## src/hw/rtl/xppf_pkg.sv

```systemverilog
package xppf_pkg;

  // Slot geometry and packet tracking limits
  localparam int PARITY_WORDS     = 40;
  localparam int MAX_PACKET_WORDS = 512;

  localparam int PW_AW  = (PARITY_WORDS > 1) ? $clog2(PARITY_WORDS) : 1;
  localparam int HLEN_W = $clog2(PARITY_WORDS + 1);
  localparam int WPOS_W = $clog2(MAX_PACKET_WORDS);

  localparam logic [31:0] PARITY_FLAG = 32'h8000_0000;
  localparam logic [2:0]  FULL_BYTES  = 3'd4;

  localparam logic KIND_FORWARD = 1'b0;
  localparam logic KIND_PARITY  = 1'b1;

  // One output beat
  typedef struct packed {
    logic        packet_kind;
    logic [31:0] out_word;
    logic [2:0]  out_bytes;
    logic        out_last;
  } out_beat_t;

  // Clamp a byte count: codes above four count as four
  function automatic logic [2:0] valid_bytes(input logic [2:0] bc);
    valid_bytes = (bc > FULL_BYTES) ? FULL_BYTES : bc;
  endfunction

  // Keep the first n bytes of a big-endian word
  function automatic logic [31:0] byte_mask(input logic [2:0] n);
    logic [31:0] m;
    m = 32'h0000_0000;
    case (n)
      3'd1:    m = 32'hFF00_0000;
      3'd2:    m = 32'hFFFF_0000;
      3'd3:    m = 32'hFFFF_FF00;
      3'd4:    m = 32'hFFFF_FFFF;
      default: m = 32'h0000_0000;
    endcase
    byte_mask = m;
  endfunction

endpackage

```

## src/hw/rtl/xppf_in_if.sv

```systemverilog
interface xppf_in_if;
  import xppf_pkg::*;

  logic        valid;
  logic        ready;
  logic [31:0] data_word;
  logic [2:0]  byte_count;
  logic        end_of_packet;

  modport source(output valid, data_word, byte_count, end_of_packet, input ready);
  modport sink(input valid, data_word, byte_count, end_of_packet, output ready);
endinterface

```

## src/hw/rtl/xppf_out_if.sv

```systemverilog
interface xppf_out_if;
  import xppf_pkg::*;

  logic        valid;
  logic        ready;
  logic        packet_kind;
  logic [31:0] out_word;
  logic [2:0]  out_bytes;
  logic        out_last;

  modport source(output valid, packet_kind, out_word, out_bytes, out_last, input ready);
  modport sink(input valid, packet_kind, out_word, out_bytes, out_last, output ready);
endinterface

```

## src/hw/rtl/xppf_store.sv

```systemverilog
module xppf_store
  import xppf_pkg::*;
(
  input  logic             clk_i,
  input  logic             we_i,
  input  logic [PW_AW-1:0] waddr_i,
  input  logic [31:0]      wdata_i,
  input  logic             re_i,
  input  logic [PW_AW-1:0] raddr_i,
  output logic [31:0]      rdata_o
);

  logic [31:0] mem [PARITY_WORDS];
  logic [31:0] rdata_q;

  // Write port
  always_ff @(posedge clk_i) begin
    if (we_i) begin
      mem[waddr_i] <= wdata_i;
    end
  end

  // Registered read port
  always_ff @(posedge clk_i) begin
    if (re_i) begin
      rdata_q <= mem[raddr_i];
    end
  end

  assign rdata_o = rdata_q;

endmodule

```

## src/hw/rtl/xor_pair_parity_fec_unit.sv

```systemverilog
// Pairwise XOR parity generator. Every input beat is forwarded unchanged, one output beat per
// input beat: first the block accepts the word and reads the parity slot RAM, then it stores
// the word or XORs it with the slot word, writes it back and loads the output register, once
// that register is free. When an odd packet that pairs with the even packet in the slot ends,
// the block emits a parity packet of PARITY_WORDS+1 beats (header, then slot words), each slot
// word being a registered RAM read; input is not taken during that burst. No clearing pass
// follows reset: unwritten slot words are masked by the slot fill length.
module xor_pair_parity_fec_unit
  import xppf_pkg::*;
(
  input  logic clk_i,
  input  logic rst_ni,
  xppf_in_if.sink    in_i,
  xppf_out_if.source out_o
);

  localparam logic [2:0] S_IDLE = 3'd0;
  localparam logic [2:0] S_WR   = 3'd1;
  localparam logic [2:0] S_PHDR = 3'd2;
  localparam logic [2:0] S_PRD  = 3'd3;
  localparam logic [2:0] S_PEM  = 3'd4;

  logic [2:0]        state_q, state_d;
  logic [31:0]       word_q;
  logic [2:0]        bc_q;
  logic              last_q;
  logic [31:0]       held_seq_q, held_seq_d;
  logic              held_valid_q, held_valid_d;
  logic [HLEN_W-1:0] held_len_q, held_len_d;
  logic [31:0]       cur_seq_q, cur_seq_d;
  logic [WPOS_W-1:0] wpos_q, wpos_d;
  logic              paired_q, paired_d;
  logic              even_q, even_d;
  logic [PW_AW-1:0]  par_idx_q, par_idx_d;
  logic              out_valid_q, out_valid_d;
  out_beat_t         out_q, out_d;

  logic              accept;
  logic              out_free;
  logic              slot_hit;
  logic [2:0]        nbytes;
  logic [HLEN_W-1:0] wpos_h;
  logic [31:0]       masked;
  logic              mem_we;
  logic [PW_AW-1:0]  mem_waddr;
  logic [31:0]       mem_wdata;
  logic              mem_re;
  logic [PW_AW-1:0]  mem_raddr;
  logic [31:0]       mem_rdata;
  logic              par_last;

  assign in_i.ready = (state_q == S_IDLE);
  assign accept     = in_i.valid && in_i.ready;
  assign out_free   = !out_valid_q || out_o.ready;

  assign out_o.valid       = out_valid_q;
  assign out_o.packet_kind = out_q.packet_kind;
  assign out_o.out_word    = out_q.out_word;
  assign out_o.out_bytes   = out_q.out_bytes;
  assign out_o.out_last    = out_q.out_last;

  // Payload word position inside the slot
  assign slot_hit = (wpos_q != '0) && (32'(wpos_q) <= 32'(PARITY_WORDS));
  assign wpos_h   = HLEN_W'(wpos_q);
  assign nbytes   = valid_bytes(bc_q);
  assign masked   = word_q & byte_mask(nbytes);
  assign par_last = (par_idx_q == PW_AW'(PARITY_WORDS - 1));

  xppf_store u_store (
    .clk_i  (clk_i),
    .we_i   (mem_we),
    .waddr_i(mem_waddr),
    .wdata_i(mem_wdata),
    .re_i   (mem_re),
    .raddr_i(mem_raddr),
    .rdata_o(mem_rdata)
  );

  // Sequencer and shared XOR datapath
  always_comb begin
    state_d      = state_q;
    held_seq_d   = held_seq_q;
    held_valid_d = held_valid_q;
    held_len_d   = held_len_q;
    cur_seq_d    = cur_seq_q;
    wpos_d       = wpos_q;
    paired_d     = paired_q;
    even_d       = even_q;
    par_idx_d    = par_idx_q;
    out_valid_d  = out_valid_q && !out_o.ready;
    out_d        = out_q;
    mem_we       = 1'b0;
    mem_waddr    = PW_AW'(wpos_q - 1'b1);
    mem_wdata    = masked;
    mem_re       = 1'b0;
    mem_raddr    = PW_AW'(wpos_q - 1'b1);

    case (state_q)
      S_IDLE: begin
        // Take a beat and fetch its slot word
        if (accept) begin
          mem_re  = slot_hit;
          state_d = S_WR;
        end
      end
      S_WR: begin
        if (out_free) begin
          out_valid_d       = 1'b1;
          out_d.packet_kind = KIND_FORWARD;
          out_d.out_word    = word_q;
          out_d.out_bytes   = bc_q;
          out_d.out_last    = last_q;
          if (wpos_q == '0) begin
            // Header: claim or pair with the slot
            even_d   = 1'b0;
            paired_d = 1'b0;
            if (nbytes == FULL_BYTES) begin
              cur_seq_d = word_q;
              if (!word_q[0]) begin
                even_d       = 1'b1;
                held_seq_d   = word_q;
                held_valid_d = 1'b1;
                held_len_d   = '0;
              end else if (held_valid_q && (held_seq_q == word_q - 32'd1)) begin
                paired_d = 1'b1;
              end
            end
          end else if (slot_hit && (even_q || paired_q)) begin
            // Payload: store or fold into the slot
            mem_we = 1'b1;
            if (paired_q && (wpos_h <= held_len_q)) begin
              mem_wdata = masked ^ mem_rdata;
            end
            if (held_len_q < wpos_h) begin
              held_len_d = wpos_h;
            end
          end
          if (wpos_q < WPOS_W'(MAX_PACKET_WORDS - 1)) begin
            wpos_d = wpos_q + 1'b1;
          end
          state_d = S_IDLE;
          if (last_q) begin
            // A paired packet ends: start the parity burst
            if (paired_d) begin
              state_d = S_PHDR;
            end
            wpos_d   = '0;
            even_d   = 1'b0;
            paired_d = 1'b0;
          end
        end
      end
      S_PHDR: begin
        // Parity header beat
        if (out_free) begin
          out_valid_d       = 1'b1;
          out_d.packet_kind = KIND_PARITY;
          out_d.out_word    = cur_seq_q | PARITY_FLAG;
          out_d.out_bytes   = FULL_BYTES;
          out_d.out_last    = 1'b0;
          par_idx_d         = '0;
          state_d           = S_PRD;
        end
      end
      S_PRD: begin
        mem_re    = 1'b1;
        mem_raddr = par_idx_q;
        state_d   = S_PEM;
      end
      S_PEM: begin
        // Slot word beat; unwritten words read as zero
        if (out_free) begin
          out_valid_d       = 1'b1;
          out_d.packet_kind = KIND_PARITY;
          out_d.out_word    = (HLEN_W'(par_idx_q) < held_len_q) ? mem_rdata : 32'h0;
          out_d.out_bytes   = FULL_BYTES;
          out_d.out_last    = par_last;
          if (par_last) begin
            held_valid_d = 1'b0;
            held_len_d   = '0;
            state_d      = S_IDLE;
          end else begin
            par_idx_d = par_idx_q + 1'b1;
            state_d   = S_PRD;
          end
        end
      end
      default: begin
        state_d = S_IDLE;
      end
    endcase
  end

  // Control state
  always_ff @(posedge clk_i or negedge rst_ni) begin
    if (!rst_ni) begin
      state_q      <= S_IDLE;
      held_seq_q   <= '0;
      held_valid_q <= 1'b0;
      held_len_q   <= '0;
      cur_seq_q    <= '0;
      wpos_q       <= '0;
      paired_q     <= 1'b0;
      even_q       <= 1'b0;
      par_idx_q    <= '0;
      out_valid_q  <= 1'b0;
    end else begin
      state_q      <= state_d;
      held_seq_q   <= held_seq_d;
      held_valid_q <= held_valid_d;
      held_len_q   <= held_len_d;
      cur_seq_q    <= cur_seq_d;
      wpos_q       <= wpos_d;
      paired_q     <= paired_d;
      even_q       <= even_d;
      par_idx_q    <= par_idx_d;
      out_valid_q  <= out_valid_d;
    end
  end

  // Capture the accepted beat and the output payload
  always_ff @(posedge clk_i) begin
    if (accept) begin
      word_q <= in_i.data_word;
      bc_q   <= in_i.byte_count;
      last_q <= in_i.end_of_packet;
    end
    out_q <= out_d;
  end

  // Slot fill never exceeds the slot
  a_len_bound: assert property (@(posedge clk_i) disable iff (!rst_ni)
    32'(held_len_q) <= 32'(PARITY_WORDS))
    else $error("slot length past slot size");

  // A parity burst only runs against a held slot
  a_burst_held: assert property (@(posedge clk_i) disable iff (!rst_ni)
    (state_q == S_PRD || state_q == S_PEM || state_q == S_PHDR) |-> held_valid_q)
    else $error("parity burst without held slot");

  // Final parity beat frees the slot
  a_burst_free: assert property (@(posedge clk_i) disable iff (!rst_ni)
    (state_q == S_PEM && out_free && par_last) |=> (!held_valid_q && held_len_q == '0))
    else $error("slot not freed after parity packet");

  // No input taken while a beat is being processed
  a_one_item: assert property (@(posedge clk_i) disable iff (!rst_ni)
    accept |=> (state_q == S_WR && !in_i.ready))
    else $error("input taken during processing");

endmodule
```

## src/flat_wrapper.sv

```systemverilog
// flat-port wrapper written by rule: the top's interface ports become plain ports
module xor_pair_parity_fec_unit_flat import xppf_pkg::*;
  (clk_i, rst_ni, in_i_valid, in_i_data_word, in_i_byte_count, in_i_end_of_packet, in_i_ready, out_o_valid, out_o_packet_kind, out_o_out_word, out_o_out_bytes, out_o_out_last, out_o_ready);
  xppf_in_if in_i_i ();
  xppf_out_if out_o_i ();
  input  logic clk_i;
  input  logic rst_ni;
  input wire logic [$bits(in_i_i.valid)-1:0] in_i_valid;
  input wire logic [$bits(in_i_i.data_word)-1:0] in_i_data_word;
  input wire logic [$bits(in_i_i.byte_count)-1:0] in_i_byte_count;
  input wire logic [$bits(in_i_i.end_of_packet)-1:0] in_i_end_of_packet;
  output wire logic [$bits(in_i_i.ready)-1:0] in_i_ready;
  output wire logic [$bits(out_o_i.valid)-1:0] out_o_valid;
  output wire logic [$bits(out_o_i.packet_kind)-1:0] out_o_packet_kind;
  output wire logic [$bits(out_o_i.out_word)-1:0] out_o_out_word;
  output wire logic [$bits(out_o_i.out_bytes)-1:0] out_o_out_bytes;
  output wire logic [$bits(out_o_i.out_last)-1:0] out_o_out_last;
  input wire logic [$bits(out_o_i.ready)-1:0] out_o_ready;
  assign in_i_i.valid = in_i_valid;
  assign in_i_i.data_word = in_i_data_word;
  assign in_i_i.byte_count = in_i_byte_count;
  assign in_i_i.end_of_packet = in_i_end_of_packet;
  assign in_i_ready = in_i_i.ready;
  assign out_o_valid = out_o_i.valid;
  assign out_o_packet_kind = out_o_i.packet_kind;
  assign out_o_out_word = out_o_i.out_word;
  assign out_o_out_bytes = out_o_i.out_bytes;
  assign out_o_out_last = out_o_i.out_last;
  assign out_o_i.ready = out_o_ready;
  xor_pair_parity_fec_unit u_core (.clk_i(clk_i), .rst_ni(rst_ni), .in_i(in_i_i), .out_o(out_o_i));
endmodule
```

## config.mk

```make
export PLATFORM = sky130hd
export DESIGN_NAME = xor_pair_parity_fec_unit_flat
export DESIGN_NICKNAME = d
export VERILOG_FILES = /design/src/hw/rtl/xppf_pkg.sv /design/src/hw/rtl/xppf_in_if.sv /design/src/hw/rtl/xppf_out_if.sv /design/src/hw/rtl/xppf_store.sv /design/src/hw/rtl/xor_pair_parity_fec_unit.sv /design/src/flat_wrapper.sv
export SDC_FILE = /design/constraint.sdc
export NUM_CORES = 2
export LEC_CHECK = 0
export ABC_AREA = 1
export BUFFER_PORTS_ARGS = -buffer_cell sky130_fd_sc_hd__buf_4
export CAP_MARGIN = 10
export CELL_PAD_IN_SITES_DETAIL_PLACEMENT = 1
export CELL_PAD_IN_SITES_GLOBAL_PLACEMENT = 1
export CORE_MARGIN = 2
export CORE_UTILIZATION = 35
export CTS_CLUSTER_SIZE = 16
export DETAILED_ROUTE_END_ITERATION = 6
export PLACE_DENSITY = 0.57
export SETUP_SLACK_MARGIN = 0.02
export SYNTH_ARGS = -nofsm -noshare
export SYNTH_HDL_FRONTEND = slang
export SYNTH_SLANG_ARGS = --single-unit
export TNS_END_PERCENT = 30
```

## constraint.sdc

```tcl
create_clock -name clk_i -period 7.7 [get_ports clk_i]
set_clock_uncertainty 0.15 [all_clocks]
set_input_delay 1.54 -clock clk_i [delete_from_list [all_inputs] [get_ports clk_i]]
set_output_delay 1.54 -clock clk_i [all_outputs]
set_load 0.005 [all_outputs]
```

==> impl.org <==
** Status
- Status :: finished clean

** Setup path
- Tracing the worst setup path back leads to its startpoint at u_core.wpos_q[0].
- The critical path is of the flip-flop to flip-flop type.
- Crit path required time :: between 8 and 9 ns
- At the worst endpoint, the arrival time is 5.55 ns.
- Highest-delay cell along the critical path :: buf_4
- Highest fanout seen on the critical path :: 142
- Reg2Reg Capture Point :: u_core.u_store.rdata_o[7]
- CP startpoint kind :: flip-flop
- Cell-by-cell trace of the critical path :: inv_1 > ha_1 > inv_1 > nand2_1 > o21ai_4 > buf_12 > clkinv_8 > buf_4 > o21ai_0 > o22ai_1 > o211ai_1 > nand3_1 > nand3_1 > nand2_1
- Worst setup slack for register-to-register paths :: 2.54 ns
- Largest stage delay on the critical path :: 0.57 ns
- Number of buffer and inverter instances along the worst setup path :: 5
- The worst setup path is captured at a flip-flop.
- Worst reg2reg path depth :: 14
- The startpoint identified for the worst register-to-register timing path is u_core.wpos_q[0].
- Crit-path leading delay family :: buffers and inverters

** Clocking
- Clock insertion delay at the later pin of the skew report :: 0.81 ns
- In this run the post-CTS setup repair buffer count came out at 0.
- The root buffer cell chosen for the clock tree is clkbuf_16.
- TritonCTS built the clock tree.
- Num CTS Buffers :: between 150 and 200
- The clock passes through at most 3 buffers.
- Buffers inserted to repair hold after CTS numbered 0.
- After clock tree synthesis, the repair step resized 0 gates.
- After clock tree synthesis, the clock-pin slew on the worst setup and hold paths is 0.05 ns.
- The clock net in this run drives a total of 1475 sinks.
- CTS H-tree lvls :: 4

** Synthesis
- Ys flop type :: edfxtp_1
- Summing every instance area after synthesis gives between 0.05 and 0.06 mm².
- Counting flops with an async set or reset pin after synthesis yields a share of 0.0610.
- The share of synthesized area in the top cell type comes to 0.698.
- Yosys top cell by area :: edfxtp_1
- Warnings from Yosys :: 0
- Count of distinct cell types in the synthesized netlist :: between 40 and 50
- Synthesis produced 4645 cells.
- Net count of the mapped netlist :: around 4700
- Synthesized flop and latch total :: 1475
- For this run, the register share of the synthesized area comes to 0.735.
- Post-synthesis area per instance :: 12.8 µm²
- Number of flops mapped to enable cells by yosys :: 1385
- After synthesis, the cell types taking the most area are edfxtp_1 (70%), o21ai_0 (6.1%), nor2_1 (5.0%).
- Synth top cells by count :: edfxtp_1 (1385), nor2_1 (796), o21ai_0 (727)
- Most frequent cell after synthesis :: edfxtp_1

** Min path
- Hold Path Class :: flip-flop to flip-flop
- The worst hold path begins at u_core.cur_seq_q[27].
- Hold EP :: u_core.cur_seq_q[27]
- Worst Hold Depth :: 2

** Power
- Power density normalized to cell area :: 413 mW/mm²
- Worst supply voltage drop on vdd :: 0.000321 V
- LEAKAGE :: 22.2 nW

** Placed design
- RD Place Congestion :: between 0.8 and 0.9
- Post-place instance area :: 0.0633 mm²
- After legalization and detailed placement, the total HPWL measured 108000 µm.
- In this run the tool buffered the top-level ports with 78 buffer cells.

** Flow run
- Max Cap Viol :: 0

** Routing
- Summed over all layers, the routed wires come to 189000 µm.
- For this block, the initial DRC count from the detailed router was 3996.
- The detail route stage leaves a number of antenna-violating nets equal to 0.
- Router iterations before antenna repair :: 5
- In the routed layout, each cell is associated on average with a via count of 5.56.
- For this run, design rule violations remaining after detail routing come to 0.
- Detailed routing inserted a total of 39140 vias.
- In the final routed layout, each cell accounts on average for 26.8 µm.

** STA
- Final critical delay including setup and external delays :: 5.16 ns
- Share of the cycle needed by the critical path after routing :: 0.670
- The total count of hold-check failures in the final report is 0.
- Achievable clock frequency :: 194 MHz
- After routing, the total negative slack on setup checks comes to 0 ns.
- Slew at the pin with the worst max-slew slack :: 1.24 ns
- Final Max Slew Viols :: 0
- Setup violations remaining at the end of the flow were counted as 0.
- Unrepaired setup endpoints after global routing :: no
- Headroom to the max-slew limit :: 0.170

** Die
- 79 I/O pins were placed.
- In this run the core area contains 151 standard-cell rows.
- The initial utilization of the core area, before any placement, comes to 0.352.
- The floorplan step defined a die boundary enclosing 0.174 mm².
- The floorplan step set the die height to ~420 µm.
- Core Area :: between 0.15 and 0.2 mm²
- Die width :: 417 µm

** Final layout
- In the final layout, the share of cells above drive strength 1 is 0.105.
- Area growth, synth to finish :: 15.0%
- Utilization after layout :: 0.405
- Final non-filler cell area :: 0.0685 mm²
- Layout filler cell count :: 17514
- Final layout net count :: approximately 4700

** Global routing
- Number of global-route vias before repair :: just under 40000
- For this run the aggregate overflow at the end of global routing stands at 0.
- Entering global routing, the biggest net connects 167 pins.
- Global-route wire length before repair :: 277000 µm
- Antenna violations before repair :: 9
- Global router's overall resource usage :: 0.215
-- how the worst max path moves through the flow --
stage | end | slack [ns] | depth (start not counted)
after global routing | u_core.u_store.rdata_o[12] | 2.42 | 13
after detailed placement | u_core.u_store.mem[18][9] | 2.27 | 10
final | u_core.u_store.rdata_o[7] | 2.54 | 14
after floorplan | u_core.u_store.rdata_o[0] | 3.04 | 2
after global placement | u_core.u_store.mem[11][26] | 2.21 | 10
after CTS | u_core.u_store.rdata_o[7] | 2.70 | 14
-- registers in the layout, summed over array words and instances, names as in the netlist, 3 cells and up --
register / count
u_core.out_o.out_word: 32
u_core.held_len_q: 6
u_core.bc_q: 3
u_core.cur_seq_q: 31
u_core.par_idx_q: 6
u_core.state_q: 3
u_core.held_seq_q: 31
u_core.wpos_q: 9
u_core.u_store.mem: 1280
u_core.out_o.out_bytes: 3
u_core.word_q: 32
u_core.u_store.rdata_o: 32
-- placed cells by master, fill, tap and decap left out, types with 3 or more instances in the layout --
| cell | netlist | final |
|---|---|---|
| inv_2 | 9 | 7 |
| inv_1 | 119 | 116 |
| o21ai_4 | 1 | 6 |
| o21bai_1 | 4 | 4 |
| edfxtp_1 | 1385 | 1385 |
| xor2_1 | 38 | 14 |
| nand4_1 | 7 | 7 |
| o211ai_1 | 190 | 190 |
| buf_4 | 9 | 163 |
| nand3_1 | 210 | 210 |
| o21ai_0 | 727 | 727 |
| nor3_1 | 9 | 9 |
| ha_1 | 16 | 16 |
| nor2_1 | 796 | 752 |
| nand2_1 | 338 | 338 |
| clkbuf_1 | 198 | 33 |
| nor2_2 | 4 | 5 |
| inv_16 | 0 | 3 |
| xor2_2 | 0 | 19 |
| bufinv_16 | 0 | 10 |
| nand3b_1 | 8 | 8 |
| xnor2_2 | 0 | 8 |
| diode_2 | 0 | 4 |
| clkinv_1 | 1 | 46 |
| clkinv_2 | 0 | 29 |
| clkinvlp_4 | 0 | 3 |
| xnor2_1 | 17 | 9 |
| clkbuf_16 | 0 | 166 |
| dfrtp_1 | 90 | 90 |
| o221ai_1 | 161 | 161 |
| nor2_4 | 2 | 45 |
| clkinv_8 | 0 | 7 |
| xor2_4 | 0 | 5 |
| buf_12 | 0 | 14 |
| a21oi_1 | 14 | 13 |
| o21ai_1 | 7 | 3 |
| o22ai_1 | 165 | 165 |
-- cell families (layout without fill, tap and decap cells) --
group                    after synthesis  count (layout)  share of synthesized area
AO/OA/AOI/OAI                       1280            1280                      0.130
flip-flops                          1475            1475                      0.735
other                                  0               4                          0
multiplexers                           1               1                   0.000168
AND/OR/NAND/NOR                     1382            1382                     0.0934
buffers and inverters                436             607                     0.0298
adder cells (fa/ha/maj)               16              16                    0.00336
XOR/XNOR                              55              55                    0.00808
-- routing by layer --
| metal | share of wire | track usage | up-vias |
|---|---|---|---|
| met5 | 0 | 0 | - |
| met4 | 0.023 | 0.0583 | 0 |
| met3 | 0.060 | 0.0345 | 252 |
| met2 | 0.47 | 0.343 | 1086 |
| met1 | 0.45 | 0.305 | 20378 |
| li1 | - | - | 17424 |
-- where the power goes --
group	leakage (nW)	switching [W]	internal, W
logic	5.99	0.00793	0.00270
clock network	2.52	0.00330	0.00432
registers	13.7	0.000384	0.00967
total	22.2	0.0116	0.0167
-- cell type report --
type	count	area, µm²	area share
Antenna cell	4	10.0	0.000146
Clock buffer	200	4290	0.0626
Multi-Input combinational cell	2734	14700	0.215
Sequential cell	1475	43800	0.640
Inverter	129	508	0.00741
Clock inverter	100	881	0.0129
Timing Repair Buffer	178	1530	0.0223
Tap cell	2218	2780	0.0405
-- worst register-to-register path, cell delays in order (launching register included) --
cell      delay [ns]
dfrtp_1         0.45
inv_1           0.31
ha_1            0.34
inv_1           0.26
nand2_1         0.15
o21ai_4         0.11
buf_12          0.49
clkinv_8        0.54
buf_4           1.04
o21ai_0         0.11
o22ai_1         0.10
o211ai_1        0.22
nand3_1         0.32
nand3_1         0.25
nand2_1         0.08
-- through the flow --
stage,hold slack (ns),cells,setup slack (ns),total power [W]
after floorplan,0.303,4645,3.04,0.0162
final,0.337,7038,2.54,0.0283
after global placement,0.316,6730,2.21,0.0207
after global routing,0.357,7035,2.42,0.0297
after CTS,0.339,7032,2.70,0.0285
after detailed placement,0.324,6732,2.27,0.0208
(Power assumes the default switching activity.)
